$ cat config.mk
export PLATFORM = sky130hd
export DESIGN_NAME = sparse_polynomial_merge_add
export DESIGN_NICKNAME = d
export VERILOG_FILES = /design/src/design/spma_pkg.sv /design/src/design/spma_term_ram.sv /design/src/design/spma_merge.sv /design/src/design/sparse_polynomial_merge_add.sv
export SDC_FILE = /design/constraint.sdc
export NUM_CORES = 2
export LEC_CHECK = 0
export BUFFER_PORTS_ARGS = -buffer_cell sky130_fd_sc_hd__buf_2
export CORE_MARGIN = 2
export CORE_UTILIZATION = 35
export CTS_BUF_LIST = sky130_fd_sc_hd__clkbuf_8 sky130_fd_sc_hd__clkbuf_16
export CTS_CLUSTER_SIZE = 24
export DETAILED_ROUTE_END_ITERATION = 8
export GPL_TIMING_DRIVEN = 0
export PLACE_DENSITY = 0.51
export SLEW_MARGIN = 10
export SYNTH_ARGS = -nofsm -noshare
export SYNTH_HDL_FRONTEND = slang
export SYNTH_SLANG_ARGS = --single-unit
$ cat constraint.sdc
create_clock -name aclk -period 12.3 [get_ports aclk]
set_clock_uncertainty 0.1 [all_clocks]
set_input_delay 2.46 -clock aclk [delete_from_list [all_inputs] [get_ports aclk]]
set_output_delay 2.46 -clock aclk [all_outputs]
set_load 0.01 [all_outputs]
$ cat src/design/spma_pkg.sv
// Shared types for the sparse polynomial merge-add block.
// Holds the control and status structs passed between the top level and the merge unit.
// No dependencies.
package spma_pkg;

    // Commands from the top-level sequencer to the merge unit.
    typedef struct packed {
        logic start;   // Rewind both list heads to the first entry.
        logic run;     // Merge is active; emit terms while the output slot is free.
    } merge_ctrl_t;

    // Status from the merge unit back to the sequencer.
    typedef struct packed {
        logic done;    // The final merged term is being loaded into the output register.
    } merge_stat_t;

endpackage

$ cat src/design/spma_term_ram.sv
// Term store: a single-port-write, single-port-read synchronous memory.
// Read data is registered. No package dependencies.
module spma_term_ram #(
    parameter int DATA_BITS = 24,
    parameter int DEPTH     = 32,
    parameter int ADDR_BITS = 5
) (
    input  logic                 aclk,
    input  logic                 wr_en,
    input  logic [ADDR_BITS-1:0] wr_addr,
    input  logic [DATA_BITS-1:0] wr_data,
    input  logic [ADDR_BITS-1:0] rd_addr,
    output logic [DATA_BITS-1:0] rd_data
);

    logic [DATA_BITS-1:0] mem [DEPTH];
    logic [DATA_BITS-1:0] rd_data_reg;

    // Write port.
    always_ff @(posedge aclk) begin
        if (wr_en) begin
            mem[wr_addr] <= wr_data;
        end
    end

    // Registered read port.
    always_ff @(posedge aclk) begin
        rd_data_reg <= mem[rd_addr];
    end

    assign rd_data = rd_data_reg;

endmodule

$ cat src/design/spma_merge.sv
// Merge unit: walks the heads of both term lists, compares exponents and sums matches.
// Owns the list indices, the memory read addresses and the output register.
// Depends on spma_pkg.
module spma_merge #(
    parameter int EXP_BITS   = 8,
    parameter int COEFF_BITS = 16,
    parameter int CNT_BITS   = 6,
    parameter int ADDR_BITS  = 5
) (
    input  logic                          aclk,
    input  logic                          aresetn,
    input  spma_pkg::merge_ctrl_t         ctrl,
    output spma_pkg::merge_stat_t         stat,
    input  logic [CNT_BITS-1:0]           first_count,
    input  logic [CNT_BITS-1:0]           second_count,
    input  logic                          drop_seen,
    output logic [ADDR_BITS-1:0]          a_rd_addr,
    output logic [ADDR_BITS-1:0]          b_rd_addr,
    input  logic [EXP_BITS+COEFF_BITS-1:0] a_data,
    input  logic [EXP_BITS+COEFF_BITS-1:0] b_data,
    output logic                          m_valid,
    input  logic                          m_ready,
    output logic [EXP_BITS-1:0]           m_sum_exponent,
    output logic signed [COEFF_BITS:0]    m_sum_coefficient,
    output logic                          m_final_term,
    output logic                          m_overflowed
);
    import spma_pkg::*;

    localparam int SUM_BITS = COEFF_BITS + 1;

    logic [CNT_BITS-1:0] i_reg, i_next, i_adv;
    logic [CNT_BITS-1:0] j_reg, j_next, j_adv;
    logic                m_valid_reg, m_valid_next;
    logic [EXP_BITS-1:0] exp_reg;
    logic [SUM_BITS-1:0] sum_reg;
    logic                final_reg;
    logic                ovf_reg;

    logic [EXP_BITS-1:0]   a_exp, b_exp, pick_exp;
    logic [COEFF_BITS-1:0] a_coef, b_coef;
    logic [SUM_BITS-1:0]   a_ext, b_ext, pick_sum;
    logic                  have_a, have_b, take_a, take_b;
    logic                  out_free, emit, final_w;

    // Unpack the registered memory words for the current list heads.
    assign a_exp  = a_data[EXP_BITS+COEFF_BITS-1:COEFF_BITS];
    assign a_coef = a_data[COEFF_BITS-1:0];
    assign b_exp  = b_data[EXP_BITS+COEFF_BITS-1:COEFF_BITS];
    assign b_coef = b_data[COEFF_BITS-1:0];

    // Head selection: the larger exponent goes first, equal exponents go together.
    always_comb begin
        have_a   = (i_reg < first_count);
        have_b   = (j_reg < second_count);
        take_a   = have_a && (!have_b || (a_exp >= b_exp));
        take_b   = have_b && (!have_a || (b_exp >= a_exp));
        a_ext    = take_a ? {a_coef[COEFF_BITS-1], a_coef} : '0;
        b_ext    = take_b ? {b_coef[COEFF_BITS-1], b_coef} : '0;
        pick_sum = a_ext + b_ext;
        pick_exp = take_a ? a_exp : b_exp;
        out_free = !m_valid_reg || m_ready;
        emit     = ctrl.run && out_free && (have_a || have_b);
        i_adv    = take_a ? i_reg + CNT_BITS'(1) : i_reg;
        j_adv    = take_b ? j_reg + CNT_BITS'(1) : j_reg;
        final_w  = (i_adv >= first_count) && (j_adv >= second_count);
    end

    // Index update; the read address follows the next index so data lines up next cycle.
    always_comb begin
        if (ctrl.start) begin
            i_next = '0;
            j_next = '0;
        end else if (emit) begin
            i_next = i_adv;
            j_next = j_adv;
        end else begin
            i_next = i_reg;
            j_next = j_reg;
        end
        a_rd_addr = i_next[ADDR_BITS-1:0];
        b_rd_addr = j_next[ADDR_BITS-1:0];
    end

    // Output slot: filled on emit, emptied on a transfer.
    always_comb begin
        if (emit) begin
            m_valid_next = 1'b1;
        end else if (m_ready) begin
            m_valid_next = 1'b0;
        end else begin
            m_valid_next = m_valid_reg;
        end
    end

    always_ff @(posedge aclk) begin
        if (!aresetn) begin
            i_reg       <= '0;
            j_reg       <= '0;
            m_valid_reg <= 1'b0;
        end else begin
            i_reg       <= i_next;
            j_reg       <= j_next;
            m_valid_reg <= m_valid_next;
        end
    end

    // Result payload.
    always_ff @(posedge aclk) begin
        if (emit) begin
            exp_reg   <= pick_exp;
            sum_reg   <= pick_sum;
            final_reg <= final_w;
            ovf_reg   <= drop_seen;
        end
    end

    assign stat.done         = emit && final_w;
    assign m_valid           = m_valid_reg;
    assign m_sum_exponent    = exp_reg;
    assign m_sum_coefficient = sum_reg;
    assign m_final_term      = final_reg;
    assign m_overflowed      = ovf_reg;

endmodule

$ cat src/design/sparse_polynomial_merge_add.sv
// Top level of the sparse polynomial merge-add block.
// Holds the load sequencer, list counts and the two term stores; uses spma_pkg,
// spma_term_ram and spma_merge.
//
//  Channel | Direction | Ports                                                   | Transfer
//  --------+-----------+---------------------------------------------------------+----------------
//  s_      | in        | s_exponent, s_coefficient, s_ends_polynomial            | s_valid&s_ready
//  m_      | out       | m_sum_exponent, m_sum_coefficient, m_final_term,        | m_valid&m_ready
//          |           | m_overflowed                                            |
//
// Loading takes one term per cycle into the store of the current list. After the
// term that closes the second polynomial, the prime state readies the memory read ports,
// then the merge emits one term per cycle, at most first_count + second_count terms.
// The registered memory read and the output register set that one-per-cycle pace;
// a low m_ready holds the merge in place. Input is refused from the closing term
// until the final merged term enters the output register.
// Reset (synchronous, active low) clears counts, flags and the sequencer; store
// contents are not cleared, since only entries written for the current pair are read.
module sparse_polynomial_merge_add #(
    parameter int MAX_TERMS  = 32,
    parameter int EXP_BITS   = 8,
    parameter int COEFF_BITS = 16
) (
    input  logic                       aclk,
    input  logic                       aresetn,
    input  logic                       s_valid,
    output logic                       s_ready,
    input  logic [EXP_BITS-1:0]        s_exponent,
    input  logic signed [COEFF_BITS-1:0] s_coefficient,
    input  logic                       s_ends_polynomial,
    output logic                       m_valid,
    input  logic                       m_ready,
    output logic [EXP_BITS-1:0]        m_sum_exponent,
    output logic signed [COEFF_BITS:0] m_sum_coefficient,
    output logic                       m_final_term,
    output logic                       m_overflowed
);
    import spma_pkg::*;

    localparam int ADDR_BITS = (MAX_TERMS > 1) ? $clog2(MAX_TERMS) : 1;
    localparam int CNT_BITS  = $clog2(MAX_TERMS + 1);
    localparam int WORD_BITS = EXP_BITS + COEFF_BITS;

    localparam logic [1:0] ST_LOAD  = 2'd0;
    localparam logic [1:0] ST_PRIME = 2'd1;
    localparam logic [1:0] ST_MERGE = 2'd2;

    logic [1:0]          state_reg, state_next;
    logic [CNT_BITS-1:0] first_count_reg, first_count_next;
    logic [CNT_BITS-1:0] second_count_reg, second_count_next;
    logic                loading_second_reg, loading_second_next;
    logic                drop_seen_reg, drop_seen_next;

    logic                 accept;
    logic                 a_full, b_full, wr_a, wr_b;
    logic [WORD_BITS-1:0] wr_word, a_data, b_data;
    logic [ADDR_BITS-1:0] a_rd_addr, b_rd_addr;
    merge_ctrl_t          ctrl;
    merge_stat_t          stat;

    assign s_ready = (state_reg == ST_LOAD);
    assign accept  = s_valid && s_ready;
    assign a_full  = (first_count_reg >= CNT_BITS'(MAX_TERMS));
    assign b_full  = (second_count_reg >= CNT_BITS'(MAX_TERMS));
    assign wr_a    = accept && !loading_second_reg && !a_full;
    assign wr_b    = accept && loading_second_reg && !b_full;
    assign wr_word = {s_exponent, s_coefficient};

    // Sequencer: load both lists, prime the read ports, then merge.
    always_comb begin
        state_next = state_reg;
        case (state_reg)
            ST_LOAD: begin
                if (accept && loading_second_reg && s_ends_polynomial) begin
                    state_next = ST_PRIME;
                end
            end
            ST_PRIME: begin
                state_next = ST_MERGE;
            end
            ST_MERGE: begin
                if (stat.done) begin
                    state_next = ST_LOAD;
                end
            end
            default: begin
                state_next = ST_LOAD;
            end
        endcase
    end

    assign ctrl.start = (state_reg == ST_PRIME);
    assign ctrl.run   = (state_reg == ST_MERGE);

    // Counts and flags: grow on a stored transfer, clear when the merge finishes.
    always_comb begin
        first_count_next    = first_count_reg;
        second_count_next   = second_count_reg;
        loading_second_next = loading_second_reg;
        drop_seen_next      = drop_seen_reg;
        if (stat.done) begin
            first_count_next    = '0;
            second_count_next   = '0;
            loading_second_next = 1'b0;
            drop_seen_next      = 1'b0;
        end else if (accept) begin
            if (!loading_second_reg) begin
                if (a_full) begin
                    drop_seen_next = 1'b1;
                end else begin
                    first_count_next = first_count_reg + CNT_BITS'(1);
                end
                if (s_ends_polynomial) begin
                    loading_second_next = 1'b1;
                end
            end else begin
                if (b_full) begin
                    drop_seen_next = 1'b1;
                end else begin
                    second_count_next = second_count_reg + CNT_BITS'(1);
                end
            end
        end
    end

    always_ff @(posedge aclk) begin
        if (!aresetn) begin
            state_reg          <= ST_LOAD;
            first_count_reg    <= '0;
            second_count_reg   <= '0;
            loading_second_reg <= 1'b0;
            drop_seen_reg      <= 1'b0;
        end else begin
            state_reg          <= state_next;
            first_count_reg    <= first_count_next;
            second_count_reg   <= second_count_next;
            loading_second_reg <= loading_second_next;
            drop_seen_reg      <= drop_seen_next;
        end
    end

    // Term stores for the first and second polynomial.
    spma_term_ram #(
        .DATA_BITS (WORD_BITS),
        .DEPTH     (MAX_TERMS),
        .ADDR_BITS (ADDR_BITS)
    ) u_first_ram (
        .aclk    (aclk),
        .wr_en   (wr_a),
        .wr_addr (first_count_reg[ADDR_BITS-1:0]),
        .wr_data (wr_word),
        .rd_addr (a_rd_addr),
        .rd_data (a_data)
    );

    spma_term_ram #(
        .DATA_BITS (WORD_BITS),
        .DEPTH     (MAX_TERMS),
        .ADDR_BITS (ADDR_BITS)
    ) u_second_ram (
        .aclk    (aclk),
        .wr_en   (wr_b),
        .wr_addr (second_count_reg[ADDR_BITS-1:0]),
        .wr_data (wr_word),
        .rd_addr (b_rd_addr),
        .rd_data (b_data)
    );

    // Merge engine and output register.
    spma_merge #(
        .EXP_BITS   (EXP_BITS),
        .COEFF_BITS (COEFF_BITS),
        .CNT_BITS   (CNT_BITS),
        .ADDR_BITS  (ADDR_BITS)
    ) u_merge (
        .aclk              (aclk),
        .aresetn           (aresetn),
        .ctrl              (ctrl),
        .stat              (stat),
        .first_count       (first_count_reg),
        .second_count      (second_count_reg),
        .drop_seen         (drop_seen_reg),
        .a_rd_addr         (a_rd_addr),
        .b_rd_addr         (b_rd_addr),
        .a_data            (a_data),
        .b_data            (b_data),
        .m_valid           (m_valid),
        .m_ready           (m_ready),
        .m_sum_exponent    (m_sum_exponent),
        .m_sum_coefficient (m_sum_coefficient),
        .m_final_term      (m_final_term),
        .m_overflowed      (m_overflowed)
    );

    // After the final merged term, the block is back to loading an empty first list.
    a_done_clears: assert property (@(posedge aclk) disable iff (!aresetn)
        stat.done |=> (state_reg == ST_LOAD) && (first_count_reg == '0)
                      && (second_count_reg == '0) && !loading_second_reg && !drop_seen_reg)
        else $error("merge completion did not clear the list state");

    // The lists must not change while the merge is walking them.
    a_counts_stable: assert property (@(posedge aclk) disable iff (!aresetn)
        (state_reg == ST_MERGE) && $past(state_reg == ST_MERGE)
        |-> $stable(first_count_reg) && $stable(second_count_reg))
        else $error("list count changed during the merge");

    // Counts never exceed the store depth.
    a_count_bound: assert property (@(posedge aclk) disable iff (!aresetn)
        (first_count_reg <= CNT_BITS'(MAX_TERMS)) && (second_count_reg <= CNT_BITS'(MAX_TERMS)))
        else $error("list count beyond store depth");

    // A merge only starts with the second list open and the first one holding a term.
    a_prime_entry: assert property (@(posedge aclk) disable iff (!aresetn)
        (state_reg == ST_PRIME) |-> loading_second_reg && (first_count_reg != '0))
        else $error("merge started without both lists loaded");

endmodule

==> flow_summary.toml <==
[status]
status = "finished clean"

[logic_synthesis]
syn-cell-area_mm2 = 0.0644
yosysSeqAreaShare = 0.753
synth_top_area_frac = 0.729
syn_area_per_cell_um2 = 17.0
synth_fa_ha_area_frac = 0.0112
async_flop_share = 0
synth_cells = 3797
yosysUniqueCellTypes = 76
ys_top_cells_by_area = "edfxtp_1 73%, mux4_2 5.8%, dfxtp_1 2.4%"
synthSimpleGateAreaFrac = 0.0738
synth_edf_count = 1563
synthXorXnorAreaFrac = 0.00462
synth-seq-cells = 1640
synth_compound_area_frac = 0.0593
synth_mux_area_frac = 0.0797
synth_top_area_cell = "edfxtp_1"
synth_nets = 3883
synth_top_family_by_area = "multiplexers"
synthFlopType = "edfxtp_1"
synth_warnings = 0

[timing]
slew_viol_final = 0
rsz0062_at_grt = "false"
fmax_ghz = 0.146
fin_setup_tns_ns = 0
min_period_over_period = 0.556
finalSetupViolCount = 0
finalHoldViolations = 0
fin_crit_ns = 6.84
relSlewSlack = 0.0951
tightest_slew_ns = 1.35

[clock_network]
worstSkewPairLatency_ns = 0.79
clockBufferDepth = 3
cts_tree = "built"
clkSlewWorstSetupHoldPaths_ns = 0.06
cts-root-buf = "clkbuf_16"
cts_resized = 0
clock_sinks = 1640
cts_made_buffers = 171
post_cts_buffers = 0
h-tree-depth = 4
cts_hold_buf = 0

[die]
dieArea_mm2 = 0.187
die_y_um = 433
die_w_um = 433
rows = 157
initial_core_util = 0.352
coreArea_mm2 = 0.183
pin_count = 58

[critical_path]
start_kind = "input port"
r2r_start = "first_count_reg[2]$_SDFFE_PP0P_"
cp_slowest_stage_delay_ns = 0.98
r2r_slack_ns = 6.06
cp-startpoint = "m_ready"
cp_num_buf_inv = 3
worstSetupPathType = "in2reg"
cp.required_ns = 12.78
end_kind = "register"
cp.depth = 12
cp_top_family = "simple AND/OR/NAND/NOR gates"
critPathMaxFanout = 10
ff2ff_path_depth = 15
slowest_stage = "a211oi_1"
reg2reg_to = "u_second_ram.rd_data[6]$_DFF_P_"
crit_chain = "buf_2 > nor2b_1 > nor3b_1 > and3_1 > nand3_1 > clkbuf_1 > nand4_1 > clkbuf_1 > o21ai_1 > o22ai_1 > a211oi_1 > o22ai_1"
worstPathArrival_ns = 7.32

[pwr]
power.total_mw = 11.5
p_seq_frac = 0.536
power_frac_comb = 0.031
ir_worst_vdd_uv = 119
pwr-share-clk = 0.433
netSwitchingFraction = 0.210
switchingPower_mw = 2.42
power.density_mw_per_mm2 = 153
p_leak_nw = 24.2
power.internal_mw = 9.08

[detailed_routing]
via_count = 36300
viasPerCell = 5.42
drt_first_pass_iters = 6
routed_wl_um = 192000
ant_nets = 0
wl_per_cell_um = 28.7
drc_errors = 0
drtIter0Drc = 4077

[placement]
place_area_mm2 = 0.0699
io_buffers = 57
place.gp.congestion = 0.881
dpl.cell_count = 6387
dp_hpwl_um = 130000

[final_layout]
largestRegisters = "u_first_ram.mem x768, u_second_ram.mem x768"
area_growth_pct = 16.8
final_area_mm2 = 0.0752
instances_no_fill = 6700
drive_above_1_share = 0.169
final_cell_mix = "1563 x edfxtp_1, 394 x nand2_1, 176 x clkbuf_16, 167 x mux4_2, 150 x clkbuf_1"
final_nets = 4182
fillers = 16400
final_common_cell = "edfxtp_1"

[min_path]
hold_end = "u_merge.m_overflowed$_DFFE_PP_"
whs_path_depth = 0
hold_start = "drop_seen_reg$_SDFFE_PP0P_"
min_path_type = "reg2reg"

[global_route]
grt_use_total = 0.204
grt_antenna_before_repair = 18
first_global_vias = 35600
grt_max_degree = 65
grt_first_pass_wirelength_um = 271000
grt_remaining_overflow = 0

[run]
maxCapViolCount = 0
-- area by class of cell --
cell class,instances,area [µm²],area share
Multi-Input combinational cell,1895,15200,0.202
Timing Repair Buffer,126,1910,0.0254
Clock buffer,179,4450,0.0591
Sequential cell,1640,48500,0.644
Antenna cell,8,20.0,0.000266
Buffer,234,1100,0.0146
Clock inverter,126,892,0.0119
Tap cell,2464,3080,0.0410
Inverter,28,105,0.00140
-- Yosys cell counts, drive strengths merged, types with 48 or more instances --
cell type and instances:
and3 135, clkbuf 150, nor2 122, edfxtp 1563
nor3 55, ha 56, nor4 48, mux4 177
dfxtp 77, nand2 396, a211oi 146, buf 84
o21ai 68, o22ai 133, nand3 132, mux2i 93
-- per-stage QoR --
stage	utilization	hold WS [ns]	worst slack [ns]
2_1_floorplan	-	0.309	7.09
3_3_place_gp	0.371	0.318	4.67
3_5_place_dp	0.382	0.324	4.68
4_1_cts	0.411	0.342	5.50
5_1_grt	0.411	0.369	5.57
6_report	0.411	0.348	5.46
-- worst max-delay path by stage --
stage	to	slack, ns
floorplan	u_first_ram.mem[15][0]$_DFFE_PP_	7.09
global placement	u_second_ram.rd_data[8]$_DFF_P_	4.67
detailed placement	u_second_ram.rd_data[8]$_DFF_P_	4.68
CTS	u_second_ram.rd_data[8]$_DFF_P_	5.50
global route	u_second_ram.rd_data[6]$_DFF_P_	5.57
finish	u_second_ram.rd_data[6]$_DFF_P_	5.46
-- per-layer routing --
layer	global-route usage	vias to the layer above	wire [µm]
met4	0.0726	2	6650
li1	-	15800	-
met3	0.0315	261	11900
met1	0.278	19000	82000
met2	0.330	1292	91800
met5	0	-	11
-- power by group through the flow --
stage,Clock [mW],Sequential [mW],Combinational (mW)
after floorplan,0,6.27,0.133
after global placement,0,6.28,0.328
after detailed placement,0,6.28,0.361
after CTS,5.07,6.16,0.362
after global routing,5.29,6.16,0.378
final,4.98,6.16,0.355
-- logic make-up (layout without fill, tap and decap cells) --
| logic type | after synthesis | in the layout |
|---|---|---|
| other cells | 0 | 8 |
| xor+xnor | 34 | 34 |
| compound gates | 548 | 548 |
| fa+ha+maj | 57 | 57 |
| flops | 1640 | 1640 |
| buf+inv | 262 | 693 |
| mux | 285 | 285 |
| simple gates | 971 | 971 |
Power figures use the tool's default switching activity.
